===== config.mk =====
export PLATFORM = sky130hd
export DESIGN_NAME = can_command_segmenter_unit
export DESIGN_NICKNAME = d
export VERILOG_FILES = /design/src/sv/ccs_pkg.sv /design/src/sv/ccs_in_stage.sv /design/src/sv/ccs_core.sv /design/src/sv/ccs_out_stage.sv /design/src/sv/can_command_segmenter_unit.sv
export SDC_FILE = /design/constraint.sdc
export NUM_CORES = 1
export LEC_CHECK = 0
export BUFFER_PORTS_ARGS = -buffer_cell sky130_fd_sc_hd__buf_4
export CAP_MARGIN = 20
export CORE_MARGIN = 8
export CORE_UTILIZATION = 55
export DETAILED_ROUTE_END_ITERATION = 6
export GPL_ROUTABILITY_DRIVEN = 0
export PLACE_DENSITY = 0.78
export SLEW_MARGIN = 20
export SYNTH_ARGS = -nofsm -noshare
export SYNTH_HDL_FRONTEND = slang
export SYNTH_HIERARCHICAL = 1
export SYNTH_SLANG_ARGS = --single-unit
export TNS_END_PERCENT = 1

===== constraint.sdc =====
create_clock -name clk -period 11.9 [get_ports clk]
set_input_delay 0.595 -clock clk [delete_from_list [all_inputs] [get_ports clk]]
set_output_delay 0.595 -clock clk [all_outputs]
set_load 0.01 [all_outputs]

===== src/sv/ccs_pkg.sv =====
// Package for the CAN command segmenter: shared types, constants and the
// frame limit helper. Depends on nothing; every other file uses it.

package ccs_pkg;

    // Default payload bytes per CAN frame and the depth of the payload buffer
    localparam int PAYLOAD_PER_FRAME = 7;
    localparam int BUF_DEPTH         = 7;
    localparam int FILL_W            = $clog2(BUF_DEPTH + 1);
    localparam int BUF_IDX_W         = $clog2(BUF_DEPTH);
    localparam int TDATA_OUT_W       = 88;

    // Where the next command byte goes
    typedef enum logic [1:0] {
        POS_ADDR    = 2'd0,
        POS_FUNC    = 2'd1,
        POS_PAYLOAD = 2'd2
    } ccs_pos_t;

    // One command byte as held in the input register
    typedef struct packed {
        logic [7:0] cmd_byte;
        logic       final_byte;
    } ccs_item_t;

    // One finished frame
    typedef struct packed {
        logic [15:0]     frame_id;
        logic [3:0]      byte_count;
        logic [7:0][7:0] data;
        logic            end_of_command;
        logic            short_error;
    } ccs_frame_t;

    // Clamp the payload size to what the buffer can hold
    function automatic int frame_limit(input int payload);
        int lim;
        lim = payload;
        if (lim < 1)
            lim = 1;
        if (lim > BUF_DEPTH)
            lim = BUF_DEPTH;
        return lim;
    endfunction

endpackage


===== src/sv/ccs_in_stage.sv =====
// Input register of the CAN command segmenter: holds one command byte.
// Depends on ccs_pkg.

module ccs_in_stage (
    input  logic              clk,
    input  logic              rst_n,
    input  logic              s_valid,
    output logic              s_ready,
    input  ccs_pkg::ccs_item_t s_item,
    input  logic              take,
    output logic              item_valid,
    output ccs_pkg::ccs_item_t item
);

    logic               valid_reg;
    logic               valid_next;
    ccs_pkg::ccs_item_t item_reg;

    // Accept while empty or while the held word is being consumed
    assign s_ready    = !valid_reg || take;
    assign item_valid = valid_reg;
    assign item       = item_reg;

    // Work out the occupancy
    always_comb
    begin
        valid_next = valid_reg;
        if (s_valid && s_ready)
            valid_next = 1'b1;
        else if (take)
            valid_next = 1'b0;
    end

    always_ff @(posedge clk or negedge rst_n)
    begin
        if (!rst_n)
            valid_reg <= 1'b0;
        else
            valid_reg <= valid_next;
    end

    // Load the payload on accept
    always_ff @(posedge clk)
    begin
        if (s_valid && s_ready)
            item_reg <= s_item;
    end

endmodule


===== src/sv/ccs_core.sv =====
// Segmenter core: command position tracking, payload buffer and frame
// assembly for one command byte per cycle while take is high. Depends on ccs_pkg.

module ccs_core #(
    parameter int PAYLOAD_PER_FRAME = ccs_pkg::PAYLOAD_PER_FRAME
) (
    input  logic               clk,
    input  logic               rst_n,
    input  logic               take,
    input  ccs_pkg::ccs_item_t item,
    output logic               emit,
    output ccs_pkg::ccs_frame_t frame
);

    localparam int FrameLimit = ccs_pkg::frame_limit(PAYLOAD_PER_FRAME);
    localparam logic [ccs_pkg::FILL_W-1:0] FILL_LIMIT = ccs_pkg::FILL_W'(FrameLimit);

    ccs_pkg::ccs_pos_t             pos_reg, pos_next;
    logic [7:0]                    addr_reg, addr_next;
    logic [7:0]                    func_reg, func_next;
    logic [ccs_pkg::FILL_W-1:0]    fill_reg, fill_next;
    logic [7:0]                    frame_no_reg, frame_no_next;
    logic [7:0]                    buf_reg [ccs_pkg::BUF_DEPTH];
    logic                          wr_en;
    logic [ccs_pkg::FILL_W-1:0]    fill_inc;
    ccs_pkg::ccs_frame_t           payload_frame;

    // Fill never reaches the frame limit between cycles, so this cannot wrap
    assign fill_inc = fill_reg + 1'b1;

    // Assemble the payload frame, including the byte arriving now
    always_comb
    begin
        logic [ccs_pkg::FILL_W-1:0] idx;
        payload_frame                = '0;
        payload_frame.frame_id       = {addr_reg, frame_no_reg};
        payload_frame.byte_count     = {1'b0, fill_inc} + 4'd1;
        payload_frame.data[0]        = func_reg;
        payload_frame.end_of_command = item.final_byte;
        for (int k = 1; k < 8; k++)
        begin
            idx = ccs_pkg::FILL_W'(k - 1);
            if (idx < fill_reg)
                payload_frame.data[k] = buf_reg[idx[ccs_pkg::BUF_IDX_W-1:0]];
            else if (idx == fill_reg)
                payload_frame.data[k] = item.cmd_byte;
            else
                payload_frame.data[k] = 8'd0;
        end
    end

    // Next state and result
    always_comb
    begin
        pos_next      = pos_reg;
        addr_next     = addr_reg;
        func_next     = func_reg;
        fill_next     = fill_reg;
        frame_no_next = frame_no_reg;
        wr_en         = 1'b0;
        emit          = 1'b0;
        frame         = '0;
        if (take)
        begin
            unique case (pos_reg)
                ccs_pkg::POS_ADDR:
                begin
                    addr_next = item.cmd_byte;
                    if (item.final_byte)
                    begin
                        // Command ended on its address: flag and restart
                        emit              = 1'b1;
                        frame.short_error = 1'b1;
                        fill_next         = '0;
                        frame_no_next     = 8'd0;
                    end
                    else
                        pos_next = ccs_pkg::POS_FUNC;
                end
                ccs_pkg::POS_FUNC:
                begin
                    func_next     = item.cmd_byte;
                    fill_next     = '0;
                    frame_no_next = 8'd0;
                    pos_next      = item.final_byte ? ccs_pkg::POS_ADDR
                                                    : ccs_pkg::POS_PAYLOAD;
                end
                default:
                begin
                    wr_en = 1'b1;
                    frame = payload_frame;
                    if (item.final_byte)
                    begin
                        emit          = 1'b1;
                        pos_next      = ccs_pkg::POS_ADDR;
                        fill_next     = '0;
                        frame_no_next = 8'd0;
                    end
                    else if (fill_inc >= FILL_LIMIT)
                    begin
                        emit          = 1'b1;
                        fill_next     = '0;
                        frame_no_next = frame_no_reg + 8'd1;
                    end
                    else
                        fill_next = fill_inc;
                end
            endcase
        end
    end

    always_ff @(posedge clk or negedge rst_n)
    begin
        if (!rst_n)
        begin
            pos_reg      <= ccs_pkg::POS_ADDR;
            addr_reg     <= 8'd0;
            func_reg     <= 8'd0;
            fill_reg     <= '0;
            frame_no_reg <= 8'd0;
        end
        else
        begin
            pos_reg      <= pos_next;
            addr_reg     <= addr_next;
            func_reg     <= func_next;
            fill_reg     <= fill_next;
            frame_no_reg <= frame_no_next;
        end
    end

    // Store the payload byte at the fill position
    always_ff @(posedge clk)
    begin
        if (wr_en)
            buf_reg[fill_reg[ccs_pkg::BUF_IDX_W-1:0]] <= item.cmd_byte;
    end

endmodule


===== src/sv/ccs_out_stage.sv =====
// Result register of the CAN command segmenter: holds one frame until taken.
// Depends on ccs_pkg.

module ccs_out_stage (
    input  logic                clk,
    input  logic                rst_n,
    input  logic                load,
    input  ccs_pkg::ccs_frame_t frame_in,
    output logic                space,
    output logic                m_valid,
    input  logic                m_ready,
    output ccs_pkg::ccs_frame_t frame_out
);

    logic                valid_reg;
    logic                valid_next;
    ccs_pkg::ccs_frame_t frame_reg;

    // Room for a new frame when empty or when the held one leaves now
    assign space     = !valid_reg || m_ready;
    assign m_valid   = valid_reg;
    assign frame_out = frame_reg;

    always_comb
    begin
        valid_next = valid_reg;
        if (load)
            valid_next = 1'b1;
        else if (m_ready)
            valid_next = 1'b0;
    end

    always_ff @(posedge clk or negedge rst_n)
    begin
        if (!rst_n)
            valid_reg <= 1'b0;
        else
            valid_reg <= valid_next;
    end

    // Hold the frame until the next one loads
    always_ff @(posedge clk)
    begin
        if (load)
            frame_reg <= frame_in;
    end

endmodule


===== src/sv/can_command_segmenter_unit.sv =====
// Top level of the CAN command segmenter: input register, core, result register.
// Depends on ccs_pkg, ccs_in_stage, ccs_core and ccs_out_stage.
//
//  channel | direction | tdata                 | tlast           | tuser
//  s_*     | in        | cmd_byte              | final_byte      | -
//  m_*     | out       | frame_id, count, data | end_of_command  | short_error
//
// One command byte is accepted per cycle while s_tready is high; the core handles it
// while it is held in the input register, and a frame that it completes is loaded
// into the result register and shown on m_*.
// The throughput is set by the combinational core step: a new byte every cycle unless m_tready stalls.
// Reset clears the position, address, function code, fill count and frame number.
// A stall on m_tready fills the result register, then the input register, then
// holds s_tready low; no word is lost or repeated.

module can_command_segmenter_unit #(
    parameter int PAYLOAD_PER_FRAME = ccs_pkg::PAYLOAD_PER_FRAME
) (
    input  logic                            clk,
    input  logic                            rst_n,
    input  logic                            s_tvalid,
    output logic                            s_tready,
    input  logic [7:0]                      s_tdata,  // [7:0] cmd_byte
    input  logic                            s_tlast,
    output logic                            m_tvalid,
    input  logic                            m_tready,
    // [15:0] frame_id, [19:16] byte_count, [27:20] data_0, [35:28] data_1,
    // [43:36] data_2, [51:44] data_3, [59:52] data_4, [67:60] data_5,
    // [75:68] data_6, [83:76] data_7, [87:84] zero
    output logic [ccs_pkg::TDATA_OUT_W-1:0] m_tdata,
    output logic                            m_tlast,
    output logic                            m_tuser   // [0] short_error
);

    localparam int FrameLimit = ccs_pkg::frame_limit(PAYLOAD_PER_FRAME);

    ccs_pkg::ccs_item_t  s_item;
    ccs_pkg::ccs_item_t  item;
    logic                item_valid;
    logic                out_space;
    logic                take;
    logic                emit;
    ccs_pkg::ccs_frame_t core_frame;
    ccs_pkg::ccs_frame_t out_frame;

    assign s_item.cmd_byte   = s_tdata;
    assign s_item.final_byte = s_tlast;

    // Consume the held byte whenever its result has somewhere to go
    assign take = item_valid && out_space;

    ccs_in_stage u_in (
        .clk        (clk),
        .rst_n      (rst_n),
        .s_valid    (s_tvalid),
        .s_ready    (s_tready),
        .s_item     (s_item),
        .take       (take),
        .item_valid (item_valid),
        .item       (item)
    );

    ccs_core #(
        .PAYLOAD_PER_FRAME (PAYLOAD_PER_FRAME)
    ) u_core (
        .clk   (clk),
        .rst_n (rst_n),
        .take  (take),
        .item  (item),
        .emit  (emit),
        .frame (core_frame)
    );

    ccs_out_stage u_out (
        .clk       (clk),
        .rst_n     (rst_n),
        .load      (emit),
        .frame_in  (core_frame),
        .space     (out_space),
        .m_valid   (m_tvalid),
        .m_ready   (m_tready),
        .frame_out (out_frame)
    );

    // Pack the frame, first field lowest
    assign m_tdata = {4'd0,
                      out_frame.data[7], out_frame.data[6], out_frame.data[5],
                      out_frame.data[4], out_frame.data[3], out_frame.data[2],
                      out_frame.data[1], out_frame.data[0],
                      out_frame.byte_count, out_frame.frame_id};
    assign m_tlast = out_frame.end_of_command;
    assign m_tuser = out_frame.short_error;

`ifndef NO_ASSERTIONS
    // A short-command flag carries no frame content
    assert property (@(posedge clk) disable iff (!rst_n)
        (m_tvalid && m_tuser) |-> (m_tdata == '0 && !m_tlast))
    else $error("short_error word carries frame data");

    // A frame that does not end the command is a full one
    assert property (@(posedge clk) disable iff (!rst_n)
        (m_tvalid && !m_tuser && !m_tlast) |-> (m_tdata[19:16] == 4'(FrameLimit + 1)))
    else $error("intermediate frame is not full");

    // A payload frame holds between one byte and the frame limit
    assert property (@(posedge clk) disable iff (!rst_n)
        (m_tvalid && !m_tuser) |->
            (m_tdata[19:16] >= 4'd2 && m_tdata[19:16] <= 4'(FrameLimit + 1)))
    else $error("byte_count out of range");

    // A new result only follows a consumed input byte
    assert property (@(posedge clk) disable iff (!rst_n)
        $rose(m_tvalid) |-> $past(take))
    else $error("result appeared without a consumed byte");
`endif

endmodule

==> metrics.yaml <==
synthesis:
  synth_cell_type_count: 42
  synth_seq_cells: 182
  netlist_area_um2: 7200
  ys_top_cells_by_count: "edfxtp_1 (151), a21oi_1 (44), nand2_1 (43), and3_1 (37), nand3_1 (36)"
  synth.most_common_cell: "edfxtp_1"
  yosys-top-cells-area: "edfxtp_1 (63%), dfrtp_1 (11%), and3_1 (3.2%)"
  yosys_warnings: 6
  syn_area_per_cell_um2: 14.1
  synth_seq_area_share_pct: 73.7
  synthArstFlopShare_pct: 17.0
  yosysTopAreaCell: "edfxtp_1"
  synth_top_area_share_pct: 62.9
  ys.flop_type: "edfxtp_1"
  synthCells: 511
  synth_edf_count: 151
timing:
  rsz0062_at_grt: "no"
  tightest_slew_ns: 1.04
  finalCriticalPeriod_ns: 4.02
  finalMaxSlewViolations: 0
  slew_headroom_pct: 30.6
  hold_viol_final: 0
  setup-violations-final: 0
  fmax_mhz: 248
  worst_slack_ns: 7.88
  holdWs_ns: 0.0913
  fin_skew_ns: 0.0101
  tns_ns: 0
  fin_crit_sh_pct: 33.8
placed_design:
  place_inst: 751
  io_buffer_count: 100
  dp_slack_ns: 7.87
  dp_hpwl_um: 9260
power_and_ir_drop:
  p_per_area_nw_per_um2: 215
  max-vdd-ir-drop_uv: 129
  p_leak_nw: 3.26
  total_power_mw: 1.86
worst_setup_path:
  path_class: "reg2reg"
  start_kind: "flip-flop"
  worstPathArrival_ns: 4.08
  crit_fanout: 78
  endpoint_kind: "flip-flop"
  r2r_cells: 6
  crit_required_ns: 11.95
layout:
  largest_register_ffs: 86
  n_antenna_cell: 0
  area_growth_pct: 19.8
  final_layout_size_suffix_gt1_share_pct: 26.5
  fin_nets: 612
  stdcell_count: 783
routing:
  drt_wl_total_um: 14900
  drc: 3
  wl_per_cell_um: 19.0
  first_pass_iters: 7
  vias_per_cell: 5.77
  ant_nets: 0
  vias: 4520
  first_iter_violations: 461
global_route:
  grt.overflow.total: 0
  grt_pass1_vias: 4331
  antenna_found_initial: 0
  grt.total_usage_pct: 18.1
  grt_pass1_wl_um: 22800
  grt_max_degree: 79
clock_tree:
  cts_tree: "built"
  cts_hold_buf: 0
  cts_buffers: 17
  postCtsSetupBuffers: 0
  ctsResizeCount: 0
  cts.htree.levels: 4
  cts.sinks: 182
  clockBufferDepth: 2
  cts.reportedPaths.clkPinSlew_ns: 0.07
  clockRootBuffer: "clkbuf_16"
  clk_latency_ns: 0.43
floorplan:
  rows: 42
  core_area_um2: 13000
  die-height_um: 130
  die_x_um: 130
  ioPinCount: 105
  die-area_um2: 17000
  start_util_pct: 55.3
run_status:
  violations: "DRC"
  outcome: "finished with violations"
flow_run:
  drv_cap: 0
min_path:
  hp-class: "in2async"
[through the flow]
step	cell area [µm²]	utilization, %
global placement	8030	61.6
floorplan	7210	-
CTS	8630	66.2
global route	8630	66.2
detailed placement	8030	61.6
finish	8630	66.2
[placed cells by master, fill, tap and decap left out, drive strengths merged, types with 10 or more instances in the layout]
master	n
a21oi	44
nor2	28
nand3	36
buf	103
mux2	16
a31oi	11
a22o	10
dfrtp	31
nand2b	10
nand2	43
and3	37
clkbuf	21
edfxtp	151
[final cells by class]
class / instances / area (µm²)
multi-input combinational: 284 / 1710
fill: 930 / 4400
tap: 176 / 220
sequential: 182 / 5310
clock buffer: 21 / 514
clock inverter: 11 / 85.1
inverter: 6 / 22.5
timing repair buffer: 103 / 773
[worst max-delay path: stages, from the launching register on]
cell and delay [ns]:
dfrtp_1 1.00, ha_1 0.36, xor2_1 0.27, ha_1 0.20, a311o_1 0.45, a21boi_4 0.45, buf_4 0.78
[power breakdown]
part / leakage, nW / total (mW) / internal [mW] / switching (mW)
Combinational: 1.17 / 0.386 / 0.164 / 0.222
Sequential: 1.80 / 0.923 / 0.832 / 0.0913
Clock: 0.288 / 0.547 / 0.312 / 0.235
[routing by layer]
layer	track usage [%]	routed length, µm	vias to the layer above	part of all wire [%]
li1	-	-	2052	-
met1	22.5	6100	2186	41
met2	28.4	7200	246	48
met3	5.11	1230	36	8.3
met4	9.45	353	0	2.4
met5	0	0	-	0
[final timing paths]
kind | start | to | slack, ns
max | u_core/fill_reg[0] | u_out/frame_out[63] | 7.88
min | rst_n | u_core/frame_no_reg[4] | 0.09
max reg2reg | u_core/fill_reg[0] | u_out/frame_out[63] | 7.88
min reg2reg | u_core/addr_reg[5] | u_core/addr_reg[5] | 0.51
max in group asynchronous | rst_n | u_core/fill_reg[2] | 11.50
min in group clk | s_tdata[5] | u_in/item[6] | 0.34
[logic make-up after synthesis]
logic type      after synthesis  share of synthesized area [%]
mux                          18                           2.78
xor+xnor                      2                          0.243
other cells                   1                         0.0521
fa+ha+maj                     5                          0.869
simple gates                173                           12.3
flops                       182                           73.7
compound gates               82                           7.02
buf+inv                      48                           3.00
(Power assumes the default switching activity.)
